**src/rtl/core/rpcs_pkg.sv**
```systemverilog
package rpcs_pkg;

  localparam int unsigned SLOT_W      = 4;
  localparam int unsigned CHAN_W      = 8;
  localparam int unsigned COUNT_W     = 5;
  localparam int unsigned ELAPSED_W   = 14;
  localparam int unsigned SINCE_W     = 3;
  localparam int unsigned CFG_IDX_W   = 2;
  localparam int unsigned CFG_DATA_W  = 14;
  localparam int unsigned MIX_W       = 22;
  localparam int unsigned QUOT_STEPS  = 8;
  localparam int unsigned STEP_W      = 3;
  localparam int unsigned LANES       = 3;

  localparam logic [ELAPSED_W-1:0] ELAPSED_MAX = 14'd16383;
  localparam logic [SINCE_W-1:0]   SINCE_MAX   = 3'd7;
  localparam logic [SINCE_W-1:0]   UPDATE_GAP  = 3'd5;

  localparam logic [COUNT_W-1:0]   COUNT_RESET = 5'd2;
  localparam logic [ELAPSED_W-1:0] SHINE_RESET = 14'd300;
  localparam logic [ELAPSED_W-1:0] FADE_RESET  = 14'd300;

  typedef struct packed {
    logic              operation;
    logic [SLOT_W-1:0] slot;
    logic [CHAN_W-1:0] red_in;
    logic [CHAN_W-1:0] blue_in;
    logic [CHAN_W-1:0] green_in;
  } item_in_t;

  typedef struct packed {
    logic [CHAN_W-1:0] red_drive;
    logic [CHAN_W-1:0] blue_drive;
    logic [CHAN_W-1:0] green_drive;
  } item_out_t;

  typedef struct packed {
    logic [CHAN_W-1:0] red;
    logic [CHAN_W-1:0] blue;
    logic [CHAN_W-1:0] green;
  } color_t;

  localparam color_t COLOR_BLACK     = '{red: 8'h00, blue: 8'h00, green: 8'h00};
  localparam color_t COLOR_DIM_GREEN = '{red: 8'h00, blue: 8'h00, green: 8'h10};

  typedef enum logic [CFG_IDX_W-1:0] {
    CFG_COLOR_COUNT = 2'd0,
    CFG_SHINE_MS    = 2'd1,
    CFG_FADE_MS     = 2'd2
  } cfg_index_e;

  typedef enum logic {
    OP_TICK  = 1'b0,
    OP_WRITE = 1'b1
  } op_e;

  typedef enum logic [1:0] {
    TICK_QUIET,
    TICK_MIX,
    TICK_ADVANCE
  } tick_result_e;

  typedef enum logic [2:0] {
    ST_IDLE,
    ST_READ_A,
    ST_LOAD_A,
    ST_LOAD_B,
    ST_MUL,
    ST_SUM,
    ST_DIV,
    ST_OUT
  } state_e;

  typedef struct packed {
    logic tick;
    logic write;
    logic rd_en;
    logic rd_nxt;
    logic load_a;
    logic load_b;
    logic mul;
    logic sum;
    logic div_step;
    logic out_load;
    logic out_mix;
  } ctrl_cmd_t;

  typedef struct packed {
    tick_result_e result;
    logic         div_last;
  } dp_status_t;

endpackage

```
**src/rtl/core/rpcs_palette.sv**
```systemverilog
module rpcs_palette import rpcs_pkg::*; #(
  parameter int unsigned PALETTE_DEPTH = 16
) (
  input  logic                             clk_i,
  input  logic                             rst_ni,
  input  logic                             we_i,
  input  logic [$clog2(PALETTE_DEPTH)-1:0] waddr_i,
  input  color_t                           wdata_i,
  input  logic                             re_i,
  input  logic [$clog2(PALETTE_DEPTH)-1:0] raddr_i,
  output color_t                           rdata_o
);

  localparam int unsigned IDX_W = $clog2(PALETTE_DEPTH);

  color_t                   mem [PALETTE_DEPTH];
  logic [PALETTE_DEPTH-1:0] written_q;
  color_t                   rdata_q;
  logic                     rvalid_q;
  logic [IDX_W-1:0]         raddr_q;

  always_ff @(posedge clk_i) begin
    if (we_i) begin
      mem[waddr_i] <= wdata_i;
    end
    if (re_i) begin
      rdata_q <= mem[raddr_i];
      raddr_q <= raddr_i;
    end
  end

  always_ff @(posedge clk_i or negedge rst_ni) begin
    if (!rst_ni) begin
      written_q <= '0;
      rvalid_q  <= 1'b0;
    end else begin
      if (we_i) begin
        written_q[waddr_i] <= 1'b1;
      end
      if (re_i) begin
        rvalid_q <= written_q[raddr_i];
      end
    end
  end

  // entries never written read back their power-on colors
  always_comb begin
    if (rvalid_q) begin
      rdata_o = rdata_q;
    end else if (raddr_q == IDX_W'(1)) begin
      rdata_o = COLOR_DIM_GREEN;
    end else begin
      rdata_o = COLOR_BLACK;
    end
  end

endmodule

```
**src/rtl/core/rpcs_datapath.sv**
```systemverilog
module rpcs_datapath import rpcs_pkg::*; #(
  parameter int unsigned PALETTE_DEPTH = 16
) (
  input  logic                  clk_i,
  input  logic                  rst_ni,
  input  item_in_t              in_item_i,
  input  logic                  cfg_we_i,
  input  logic [CFG_IDX_W-1:0]  cfg_index_i,
  input  logic [CFG_DATA_W-1:0] cfg_data_i,
  input  ctrl_cmd_t             cmd_i,
  output dp_status_t            status_o,
  output item_out_t             out_item_o
);

  localparam int unsigned IDX_W = $clog2(PALETTE_DEPTH);
  localparam int unsigned CNT_W = $clog2(PALETTE_DEPTH + 1);
  localparam int unsigned CMP_W = (CNT_W > COUNT_W) ? CNT_W : COUNT_W;
  localparam int unsigned SW_W  = (CNT_W > SLOT_W) ? CNT_W : SLOT_W;

  logic [COUNT_W-1:0]   color_count_q;
  logic [ELAPSED_W-1:0] shine_q, fade_q;
  logic                 fading_q, fading_d;
  logic [ELAPSED_W-1:0] elapsed_q, elapsed_d, elapsed_inc;
  logic [SINCE_W-1:0]   since_q, since_d, since_inc;
  logic [IDX_W-1:0]     idx_q, idx_d, idx_nxt;
  logic [ELAPSED_W-1:0] e_q;

  logic [CMP_W-1:0]     cnt_use, idx_plus;
  logic [SW_W-1:0]      slot_ext;
  logic                 slot_ok;
  tick_result_e         result;

  color_t               rd_color;
  color_t               a_q, b_q;
  logic [CHAN_W-1:0]    old_ch [LANES];
  logic [CHAN_W-1:0]    new_ch [LANES];
  logic [MIX_W-1:0]     prod_old_q [LANES];
  logic [MIX_W-1:0]     prod_new_q [LANES];
  logic [MIX_W-1:0]     rem_q [LANES];
  logic [CHAN_W-1:0]    quo_q [LANES];
  logic [MIX_W-1:0]     dsr_q;
  logic [STEP_W-1:0]    step_q;
  item_out_t            out_q;

  // count in use, clamped to 1..PALETTE_DEPTH
  always_comb begin
    cnt_use = CMP_W'(color_count_q);
    if (color_count_q == '0) begin
      cnt_use = CMP_W'(1);
    end else if (cnt_use > CMP_W'(PALETTE_DEPTH)) begin
      cnt_use = CMP_W'(PALETTE_DEPTH);
    end
    idx_plus = CMP_W'(idx_q) + CMP_W'(1);
    idx_nxt  = (idx_plus >= cnt_use) ? '0 : idx_plus[IDX_W-1:0];
  end

  assign slot_ext = SW_W'(in_item_i.slot);
  assign slot_ok  = slot_ext < SW_W'(PALETTE_DEPTH);

  assign elapsed_inc = (elapsed_q == ELAPSED_MAX) ? elapsed_q : elapsed_q + 1'b1;
  assign since_inc   = (since_q == SINCE_MAX) ? since_q : since_q + 1'b1;

  // phase decision for a tick
  always_comb begin
    result    = TICK_QUIET;
    fading_d  = fading_q;
    elapsed_d = elapsed_inc;
    since_d   = since_inc;
    idx_d     = idx_q;
    if (!fading_q) begin
      if (elapsed_inc > shine_q) begin
        fading_d  = 1'b1;
        elapsed_d = '0;
      end
    end else if (fade_q != '0 && elapsed_inc <= fade_q) begin
      if (since_inc >= UPDATE_GAP) begin
        result  = TICK_MIX;
        since_d = '0;
      end
    end else begin
      result    = TICK_ADVANCE;
      fading_d  = 1'b0;
      elapsed_d = '0;
      idx_d     = idx_nxt;
    end
  end

  assign status_o.result   = result;
  assign status_o.div_last = (step_q == STEP_W'(QUOT_STEPS - 1));

  always_ff @(posedge clk_i or negedge rst_ni) begin
    if (!rst_ni) begin
      color_count_q <= COUNT_RESET;
      shine_q       <= SHINE_RESET;
      fade_q        <= FADE_RESET;
      fading_q      <= 1'b0;
      elapsed_q     <= '0;
      since_q       <= '0;
      idx_q         <= '0;
    end else begin
      if (cfg_we_i) begin
        case (cfg_index_i)
          CFG_COLOR_COUNT: color_count_q <= cfg_data_i[COUNT_W-1:0];
          CFG_SHINE_MS:    shine_q       <= cfg_data_i[ELAPSED_W-1:0];
          CFG_FADE_MS:     fade_q        <= cfg_data_i[ELAPSED_W-1:0];
          default: ;
        endcase
      end
      if (cmd_i.tick) begin
        fading_q  <= fading_d;
        elapsed_q <= elapsed_d;
        since_q   <= since_d;
        idx_q     <= idx_d;
      end else if (cmd_i.write) begin
        idx_q <= '0;
      end
    end
  end

  rpcs_palette #(
    .PALETTE_DEPTH(PALETTE_DEPTH)
  ) u_palette (
    .clk_i  (clk_i),
    .rst_ni (rst_ni),
    .we_i   (cmd_i.write && slot_ok),
    .waddr_i(slot_ext[IDX_W-1:0]),
    .wdata_i('{red: in_item_i.red_in, blue: in_item_i.blue_in,
               green: in_item_i.green_in}),
    .re_i   (cmd_i.rd_en),
    .raddr_i(cmd_i.rd_nxt ? idx_nxt : idx_q),
    .rdata_o(rd_color)
  );

  assign old_ch[0] = a_q.red;
  assign old_ch[1] = a_q.blue;
  assign old_ch[2] = a_q.green;
  assign new_ch[0] = b_q.red;
  assign new_ch[1] = b_q.blue;
  assign new_ch[2] = b_q.green;

  // per-channel lanes: two products, sum, then an 8-step restoring divide by
  // fade_ms; the quotient fits 8 bits since the numerator is below 256*T
  always_ff @(posedge clk_i) begin
    if (cmd_i.tick) begin
      e_q <= elapsed_inc;
    end
    if (cmd_i.load_a) begin
      a_q <= rd_color;
    end
    if (cmd_i.load_b) begin
      b_q <= rd_color;
    end
    if (cmd_i.sum) begin
      dsr_q  <= MIX_W'(fade_q) << (QUOT_STEPS - 1);
      step_q <= '0;
    end else if (cmd_i.div_step) begin
      dsr_q  <= dsr_q >> 1;
      step_q <= step_q + 1'b1;
    end
    for (int i = 0; i < LANES; i++) begin
      if (cmd_i.mul) begin
        prod_old_q[i] <= MIX_W'(old_ch[i]) * MIX_W'(fade_q - e_q);
        prod_new_q[i] <= MIX_W'(new_ch[i]) * MIX_W'(e_q);
      end
      if (cmd_i.sum) begin
        rem_q[i] <= prod_old_q[i] + prod_new_q[i];
        quo_q[i] <= '0;
      end else if (cmd_i.div_step) begin
        if (rem_q[i] >= dsr_q) begin
          rem_q[i] <= rem_q[i] - dsr_q;
          quo_q[i] <= {quo_q[i][CHAN_W-2:0], 1'b1};
        end else begin
          quo_q[i] <= {quo_q[i][CHAN_W-2:0], 1'b0};
        end
      end
    end
    if (cmd_i.out_load) begin
      if (cmd_i.out_mix) begin
        out_q <= '{red_drive: quo_q[0], blue_drive: quo_q[1], green_drive: quo_q[2]};
      end else begin
        out_q <= '{red_drive: a_q.red, blue_drive: a_q.blue, green_drive: a_q.green};
      end
    end
  end

  assign out_item_o = out_q;

endmodule

```
**src/rtl/core/rpcs_ctrl.sv**
```systemverilog
module rpcs_ctrl import rpcs_pkg::*; (
  input  logic       clk_i,
  input  logic       rst_ni,
  input  logic       in_valid_i,
  input  logic       in_operation_i,
  input  logic       out_stall_i,
  input  dp_status_t status_i,
  output logic       in_stall_o,
  output logic       out_valid_o,
  output ctrl_cmd_t  cmd_o
);

  state_e state_q, state_d;
  logic   mix_q, mix_d;
  logic   out_valid_q, out_valid_d;
  logic   accept, tick_go, out_free;

  assign in_stall_o = (state_q != ST_IDLE);
  assign accept     = in_valid_i && !in_stall_o;
  assign tick_go    = accept && (op_e'(in_operation_i) == OP_TICK);
  assign out_free   = !out_valid_q || !out_stall_i;

  always_comb begin
    state_d = state_q;
    mix_d   = mix_q;
    case (state_q)
      ST_IDLE: begin
        if (tick_go && status_i.result != TICK_QUIET) begin
          state_d = ST_READ_A;
          mix_d   = (status_i.result == TICK_MIX);
        end
      end
      ST_READ_A: state_d = ST_LOAD_A;
      ST_LOAD_A: state_d = mix_q ? ST_LOAD_B : ST_OUT;
      ST_LOAD_B: state_d = ST_MUL;
      ST_MUL:    state_d = ST_SUM;
      ST_SUM:    state_d = ST_DIV;
      ST_DIV: begin
        if (status_i.div_last) begin
          state_d = ST_OUT;
        end
      end
      ST_OUT: begin
        if (out_free) begin
          state_d = ST_IDLE;
        end
      end
      default: state_d = ST_IDLE;
    endcase
  end

  always_comb begin
    cmd_o = '0;
    cmd_o.out_mix = mix_q;
    case (state_q)
      ST_IDLE: begin
        cmd_o.tick  = tick_go;
        cmd_o.write = accept && (op_e'(in_operation_i) == OP_WRITE);
      end
      ST_READ_A: cmd_o.rd_en = 1'b1;
      ST_LOAD_A: begin
        cmd_o.load_a = 1'b1;
        cmd_o.rd_en  = mix_q;
        cmd_o.rd_nxt = 1'b1;
      end
      ST_LOAD_B: cmd_o.load_b   = 1'b1;
      ST_MUL:    cmd_o.mul      = 1'b1;
      ST_SUM:    cmd_o.sum      = 1'b1;
      ST_DIV:    cmd_o.div_step = 1'b1;
      ST_OUT:    cmd_o.out_load = out_free;
      default: ;
    endcase
  end

  // output slot: filled on load, freed on transfer
  always_comb begin
    out_valid_d = out_valid_q;
    if (cmd_o.out_load) begin
      out_valid_d = 1'b1;
    end else if (out_valid_q && !out_stall_i) begin
      out_valid_d = 1'b0;
    end
  end

  always_ff @(posedge clk_i or negedge rst_ni) begin
    if (!rst_ni) begin
      state_q     <= ST_IDLE;
      mix_q       <= 1'b0;
      out_valid_q <= 1'b0;
    end else begin
      state_q     <= state_d;
      mix_q       <= mix_d;
      out_valid_q <= out_valid_d;
    end
  end

  assign out_valid_o = out_valid_q;

endmodule

```
**src/rtl/core/rgb_palette_crossfade_sequencer_core.sv**
```systemverilog
// Write items and ticks without a result leave the block idle; the next item is taken right after.
// A tick that ends a fade loads the new color, then puts it in the output register when free.
// A mix tick loads two colors and runs the 8-step restoring divide shared by the three lanes.
// A result waiting in the output register holds off a new result, not new items.
// Async active-low reset: registers to defaults, phase to holding, palette to power-on colors.
module rgb_palette_crossfade_sequencer_core import rpcs_pkg::*; #(
  parameter int unsigned PALETTE_DEPTH = 16
) (
  input  logic                  clk_i,
  input  logic                  rst_ni,
  input  logic                  in_valid_i,
  output logic                  in_stall_o,
  input  item_in_t              in_item_i,
  output logic                  out_valid_o,
  input  logic                  out_stall_i,
  output item_out_t             out_item_o,
  input  logic                  cfg_valid_i,
  output logic                  cfg_ready_o,
  input  logic [CFG_IDX_W-1:0]  cfg_index_i,
  input  logic [CFG_DATA_W-1:0] cfg_data_i
);

  ctrl_cmd_t  cmd;
  dp_status_t status;

  assign cfg_ready_o = 1'b1;

  rpcs_ctrl u_ctrl (
    .clk_i         (clk_i),
    .rst_ni        (rst_ni),
    .in_valid_i    (in_valid_i),
    .in_operation_i(in_item_i.operation),
    .out_stall_i   (out_stall_i),
    .status_i      (status),
    .in_stall_o    (in_stall_o),
    .out_valid_o   (out_valid_o),
    .cmd_o         (cmd)
  );

  rpcs_datapath #(
    .PALETTE_DEPTH(PALETTE_DEPTH)
  ) u_datapath (
    .clk_i      (clk_i),
    .rst_ni     (rst_ni),
    .in_item_i  (in_item_i),
    .cfg_we_i   (cfg_valid_i && cfg_ready_o),
    .cfg_index_i(cfg_index_i),
    .cfg_data_i (cfg_data_i),
    .cmd_i      (cmd),
    .status_o   (status),
    .out_item_o (out_item_o)
  );

endmodule

```
**config.mk**
```make
export PLATFORM = sky130hd
export DESIGN_NAME = rgb_palette_crossfade_sequencer_core
export DESIGN_NICKNAME = d
export VERILOG_FILES = /design/src/rtl/core/rpcs_pkg.sv /design/src/rtl/core/rpcs_palette.sv /design/src/rtl/core/rpcs_datapath.sv /design/src/rtl/core/rpcs_ctrl.sv /design/src/rtl/core/rgb_palette_crossfade_sequencer_core.sv
export SDC_FILE = /design/constraint.sdc
export NUM_CORES = 2
export LEC_CHECK = 0
export ABC_AREA = 1
export BUFFER_PORTS_ARGS = -buffer_cell sky130_fd_sc_hd__buf_2
export CELL_PAD_IN_SITES_DETAIL_PLACEMENT = 0
export CELL_PAD_IN_SITES_GLOBAL_PLACEMENT = 1
export CORE_ASPECT_RATIO = 0.6
export CORE_MARGIN = 4
export CORE_UTILIZATION = 46
export CTS_CLUSTER_SIZE = 12
export DETAILED_ROUTE_END_ITERATION = 10
export GPL_ROUTABILITY_DRIVEN = 0
export GPL_TIMING_DRIVEN = 0
export PLACE_DENSITY = 0.76
export SLEW_MARGIN = 10
export SYNTH_ARGS = -nofsm -noshare
export SYNTH_HDL_FRONTEND = slang
export SYNTH_HIERARCHICAL = 1
export SYNTH_SLANG_ARGS = --single-unit
export TNS_END_PERCENT = 100
```
**constraint.sdc**
```tcl
create_clock -name clk_i -period 6.41 [get_ports clk_i]
set_input_delay 1.6025 -clock clk_i [delete_from_list [all_inputs] [get_ports clk_i]]
set_output_delay 1.6025 -clock clk_i [all_outputs]
set_load 0.02 [all_outputs]
```
; Word level (Yosys, flattened, before mapping)
; Memories as Yosys holds them, arrays and structs flattened. A register that Yosys moved wholly into a read port is not among the register bits.
; Cells that the tools add are included.
[word_totals]
in_bits = 50
out_inout_bits = 27
ramBits = 606
n_memories = 5
elab_cells = 202
reg_bits = 191
[classes]
n_addsub = 11
n_lt_le_gt_ge = 12
eq_ne = 19
multipliers = 6
bitwise_logic = 11
n_reduce_logical = 27
n_mux = 85
[memory_table]
columns = name, depth, word_bits, read_ports, rd_clocked_by_memory_dff, wr, line_no
row1 = u_datapath.u_palette.mem, 16, 24, 1, 1, 1, rpcs_palette.sv:16  ; color_t mem [PALETTE_DEPTH];
row2 = u_datapath.prod_new_q, 3, 22, 3, 0, 3, rpcs_datapath.sv:38  ; logic [MIX_W-1:0] prod_new_q [LANES];
row3 = u_datapath.prod_old_q, 3, 22, 3, 0, 3, rpcs_datapath.sv:37  ; logic [MIX_W-1:0] prod_old_q [LANES];
row4 = u_datapath.rem_q, 3, 22, 3, 0, 3, rpcs_datapath.sv:39  ; logic [MIX_W-1:0] rem_q [LANES];
row5 = u_datapath.quo_q, 3, 8, 3, 0, 3, rpcs_datapath.sv:40  ; logic [CHAN_W-1:0] quo_q [LANES];
[ops]
columns = cell, n
row1 = $add A22 B22 Y22, 3
row2 = $ge A22 B21 Y1, 3
row3 = $mul A8 B14 Y22, 3
row4 = $mul A8 B22 Y22, 3
row5 = $mux W22, 3
row6 = $sub A22 B21 Y22, 3
row7 = $mux W14, 4
row8 = $mux W24, 2
row9 = $mux W8, 6
row10 = $mux W1, 43
row11 = $mux W21, 2
row12 = $mux W3, 8
row13 = $mux W4, 6
row14 = $pmux W3 S8, 1
row15 = $eq A3 B3 Y1 const B, 6
row16 = $or A16 B16 Y16, 1
row17 = $lt A4 B5 Y1 const B, 3
row18 = $mux W5, 3
row19 = $sub A14 B14 Y15, 1
row20 = $add A14 B1 Y14 const B, 1
row21 = $eq A14 B14 Y1 const B, 1
row22 = $gt A14 B14 Y1, 1
row23 = $le A14 B14 Y1, 1
row24 = $reduce_bool A14 Y1, 1
row25 = 29 further kinds, 62

; Longest topological paths before layout
[depth]
depth_word = 10
ltp_mapped = 32
ltp_nobuf = 29

; Cells and area by module
; The synthesis kept the hierarchy.
[modules_own_cells]
columns = module, n_inst, cells_each, area_per_inst_um2, seq_area_each_um2
row1 = rpcs_datapath, 1, 6086, 47162.7, 11257.0
row2 = rpcs_palette, 1, 1297, 16874.9, 12797.3
row3 = rpcs_ctrl, 1, 55, 372.9, 125.1
row4 = rgb_palette_crossfade_sequencer_core, 1, 2, 11.3, 0.0

; Least setup slack after synthesis
; OpenSTA, ideal clock, no wires.
[synth_path]
path_kind = reg2reg
from = register u_ctrl.state_q[0]
to = memory u_datapath.prod_new_q[0][0], enable pin
t_required_ps = 5784
path_buffers = 0
synth_period_minus_slack_ps = 6782
setup_slack_ps = -372
arrival_ps = 6156
setup_ps = 626
path_stages_with_launch = 4
path_cell_list = dfrtp_1 > nor2_2 > inv_1 > nor2_1
[synth_rtl]
columns = item, line_no
row1 = start: declaration, rpcs_ctrl.sv:13  ; state_e state_q, state_d;
row2 = start signal: assignment, rpcs_ctrl.sv:91  ; state_q <= state_d;
row3 = end: declaration, rpcs_datapath.sv:38

==> results <==
- The run finished with clean final reports.
- The average size of a mapped cell is 8.66 um2.
- In the post-synthesis netlist, the biggest area contributors are edfxtp_1 34%, fa_1 16%, nand2_1 10%, ha_1 7.9%, inv_1 7.4%.
- Global routing used 30.6% of the available tracks across all layers.
- CTS saw 821 sinks.
- TritonCTS built the clock tree.
- At the placement stage, the worst setup path has a slack of -1.56 ns.
- The number of antenna violations at the first check in global routing is 6.
- Summed over all nets, wire length on met3 after detailed routing comes to 38,900 um.
- The number of warnings issued by yosys is 6.
- Summing the areas of all compound-gate instances in the mapped netlist gives 7.54% of the synthesized area.
- The post-synthesis simple-gate area fraction is 19.9%.
- The most used flip-flop cell after synthesis is edfxtp_1.
- The detailed router put a total of 106,000 um of wire on met1.
- The top-level port count is 77.
- The top-area cell type share of the netlist area is 34.2%.
- The wire length on met2 is 76,300 um.
- The via count normalized by instance count is 5.61.
- In this run, the number of DRC markers left after iteration 0 of detailed routing was 7,109.
- For this run, the register share of the synthesized area comes to 37.5%.
- Dividing the detail-routed wire length by the instance count gives 23.7 um.
- The worst setup path is captured at a flop.
- In this run the standard cell core region covers 139,000 um2.
- The post-cts hold buffer count is 0.
- Once detailed placement completed, the half-perimeter wirelength came to 182,000 um.
- The highest routing layer actually used is met5.
- In this run the vertical extent of the chip is 298 um.
- The remaining global-route overflow is 0.
- The row count is 106.
- Measured against its own limit, the worst slew margin works out to 6.69%.
- For the pin with the worst max-slew slack, the measured transition is 1.40 ns.
- The signal on the critical path passes through buf_8 > inv_1 > ha_2 > inv_1 > nor3_4 > and2_1 > nand2_1 > nand2_4 > buf_4 > nor2_1 > fa_1 > inv_1 > fa_1 > fa_1 > fa_1 > inv_1 > ha_2 > nand2_1 > nor4_4 > nand4_1 > nand4_1 > nand2_2.
- The worst hold-check path type is flop to flop.
- The flip-flop and latch count after synthesis is 821.
- The time the final worst path needs with I/O delays and setup is 6.25 ns.
- The total setup violations reported at the end of the flow is 0.
- The first detailed-routing pass ran for 8 iterations.
- The die footprint is 146,000 um2.
- The floorplan step set the die width to 491 um.
- The kind of critical path is flop to flop.
- The number of CTS-inserted buffers is 85.
- The slowest stage of the critical path is the fa_1 cell.
- The number of maximum-capacitance constraint violations is 0.
- After the last flow step, the layout net total stands at 8,604.
- The cell class contributing the biggest share of worst-path delay is adder cells.
- Entering global routing, the biggest net connects 56 pins.
- The total wire length after detailed routing is 226,000 um.
- The final-report max-slew violation count is 0.
- The highest attainable clock frequency is 160 MHz.
- The post-synthesis cell count is 7,440.
- The first-pass GRT wire length is 332,000 um.
- The cell area after synthesis is 64,400 um2.
- The arithmetic-cell share of the synthesized area counting full adders, half adders and majority gates is 23.5%.
- For this run, asynchronously set or reset flops after synthesis account for 9.38%.
- The post-synth net total is 8,398.
- The number of enable flip-flop cells after synthesis is 734.
- After synthesis, the largest family of logic cells by area is adder cells.
- The leading area contributor after synthesis is edfxtp_1.
- The setup check on the worst reg-to-reg path leaves a slack of 0.16 ns.
- Detailed routing inserted a total of 53,455 vias.
- The xor and xnor area share after synthesis is 2.46%.
- The final routed DRC violation total is 0.
- No sink is reached through more buffers than the 3 on the longest clock path.
- The via count of the first global-routing pass came to 49,992.
- The root cell of the clock tree is clkbuf_16.
- Together, buffers and inverters on the worst path number 6.
- For the worst setup path, the data arrival time is 6.66 ns.
- The portion of netlist area occupied by mux cells is 0%.
- The effective utilization at floorplan is 46.3%.
- Clock-pin slew was measured on the worst setup and hold paths at 0.06 ns.
- From synthesis to final layout, the design area changed by 10.5%.
- At the later pin of the worst-skew pair, clock insertion delay measures 0.71 ns.
- The share of the clock period used by the worst path after layout is 97.4%.
- Setup repair after global routing could not meet its margin everywhere.
- Of the cells placed in the final design, the portion with a size suffix greater than 1 is 6.80%.
- In this run, distinct cell masters in the synthesized netlist total 56.
- The number of hold-slack violations in the final timing report came to 0.
- The maximum clock skew at final layout is 0.0340 ns.
- The biggest fanout along the worst timing path is 10.
- For the worst setup path, the data required time is 6.82 ns.
- Once routing completed, OpenROAD measured the worst setup slack at 0.164 ns.
- The largest single stage delay on the critical path is 0.54 ns.
- The count of nets left with antenna violations once routing finished came out at 0.
- The startpoint kind of the worst setup timing path is a flop.
- Buffers placed on the I/O ports in this run total 75.
- The CTS H-tree depth is 3.
## state kept, by name, indices dropped and copies added, names as in the netlist, 66 cells and up
register                  cells
u_datapath/u_palette/mem    384
u_datapath/prod_old_q        66
u_datapath/prod_new_q        66
u_datapath/rem_q             66
## metrics by stage
step	area, um2	TNS (ns)	hold slack, ns	utilization, %	std cells
2_1_floorplan	64400	0	0.439	-	7440
3_3_place_gp	67100	-76.49	0.450	48.2	9351
3_5_place_dp	67800	-48.27	0.453	48.7	9377
4_1_cts	70700	0	0.469	50.8	9517
5_1_grt	71200	-0.232	0.481	51.2	9529
6_report	71200	0	0.470	51.2	9532
## worst paths after layout
| kind | endpoint | from | depth (start not counted) |
|---|---|---|---|
| setup / recovery | u_datapath/prod_old_q[0][42] | u_datapath/e_q[12] | 22 |
| hold / removal | u_datapath/u_palette/written_q[12] | u_datapath/u_palette/written_q[12] | 1 |
| setup reg to reg | u_datapath/prod_old_q[0][42] | u_datapath/e_q[12] | 22 |
| hold reg to reg | u_datapath/u_palette/written_q[12] | u_datapath/u_palette/written_q[12] | 1 |
| max in group asynchronous | u_datapath/color_count_q[1] | rst_ni | 2 |
| min in group asynchronous | u_datapath/elapsed_q[2] | rst_ni | 1 |
## cell families after synthesis
group | after synthesis
xor+xnor | 180
fa+ha+maj | 908
compound gates | 878
buf+inv | 1514
simple gates | 3138
other cells | 1
flops | 821
## layout make-up
cell class                 count  area, um2
timing repair buffer         133       1110
buffer                       220       1200
sequential                   821      24200
clock inverter                22        230
inverter                    1280       4820
fill                       13022      67900
multi-input combinational   5105      35000
clock buffer                 112       2300
tap                         1836       2300
antenna                        3       7.51
## per-layer routing
metal | GRT usage [%] | vias up
met4 | 5.19 | 2
met2 | 35.6 | 3122
met1 | 50.3 | 25876
met5 | 0 | -
li1 | - | 24234
met3 | 13.5 | 221
## cell usage after synthesis, types with 2 or more instances
| cell type | n |
|---|---|
| o31ai_1 | 9 |
| inv_2 | 10 |
| o21ai_2 | 9 |
| nand3b_1 | 24 |
| nor2_1 | 838 |
| buf_6 | 9 |
| buf_1 | 6 |
| a21o_1 | 16 |
| edfxtp_1 | 734 |
| or2_1 | 2 |
| and2_1 | 13 |
| buf_4 | 20 |
| dfstp_2 | 9 |
| dfrtp_1 | 68 |
| a31oi_1 | 8 |
| dfxtp_1 | 10 |
| nor2_2 | 12 |
| nand3_1 | 332 |
| a21boi_0 | 4 |
| o21bai_1 | 15 |
| o21ai_0 | 407 |
| ha_1 | 408 |
| nand2_1 | 1741 |
| o21ai_1 | 7 |
| xnor2_1 | 57 |
| or2_2 | 24 |
| nor4_1 | 6 |
| clkbuf_1 | 158 |
| inv_1 | 1263 |
| nand4_1 | 96 |
| nand3_2 | 2 |
| nor3_2 | 2 |
| clkinv_1 | 6 |
| nand2_2 | 9 |
| o22ai_1 | 20 |
| o211ai_1 | 98 |
| a21oi_1 | 275 |
| o21a_1 | 5 |
| fa_1 | 500 |
| nor3_1 | 31 |
| buf_2 | 41 |
| xor2_1 | 122 |
## worst reg2reg max path, delay by kind of cell, from the launching register on
kind	cells	cell delay, ns
fa+ha+maj	6	2.82
simple gates	10	1.75
buf+inv	6	0.91
flops	1	0.49
## timing repair
action	4_1_cts	5_1_grt
pin swaps	1	10
resized for setup	102	109
setup buffers	18	14
endpoints found under the setup margin	47	30
## cell usage in the layout, fill, tap and decap left out, drive strengths merged, types with 4 or more instances in the layout
cell	netlist	final
clkinv	6	19
nand3b	24	24
or2	26	26
dfxtp	10	10
clkinvlp	0	4
edfxtp	734	734
nor4	6	6
nor2	851	851
o31ai	9	9
a21boi	4	4
o21a	5	5
and2	13	13
a21o	16	16
o21bai	15	15
clkbuf	158	250
dfrtp	68	68
xnor2	57	57
dfstp	9	9
buf	76	215
inv	1274	1278
nand2	1751	1751
nand4	98	98
a31oi	8	8
a21oi	275	275
o22ai	20	20
ha	408	408
xor2	123	123
nand3	334	334
fa	500	500
o21ai	424	424
nor3	33	33
o211ai	98	98
Power is not shown: default switching activity piles up to over one toggle a cycle in this logic, so the estimate is an artifact.
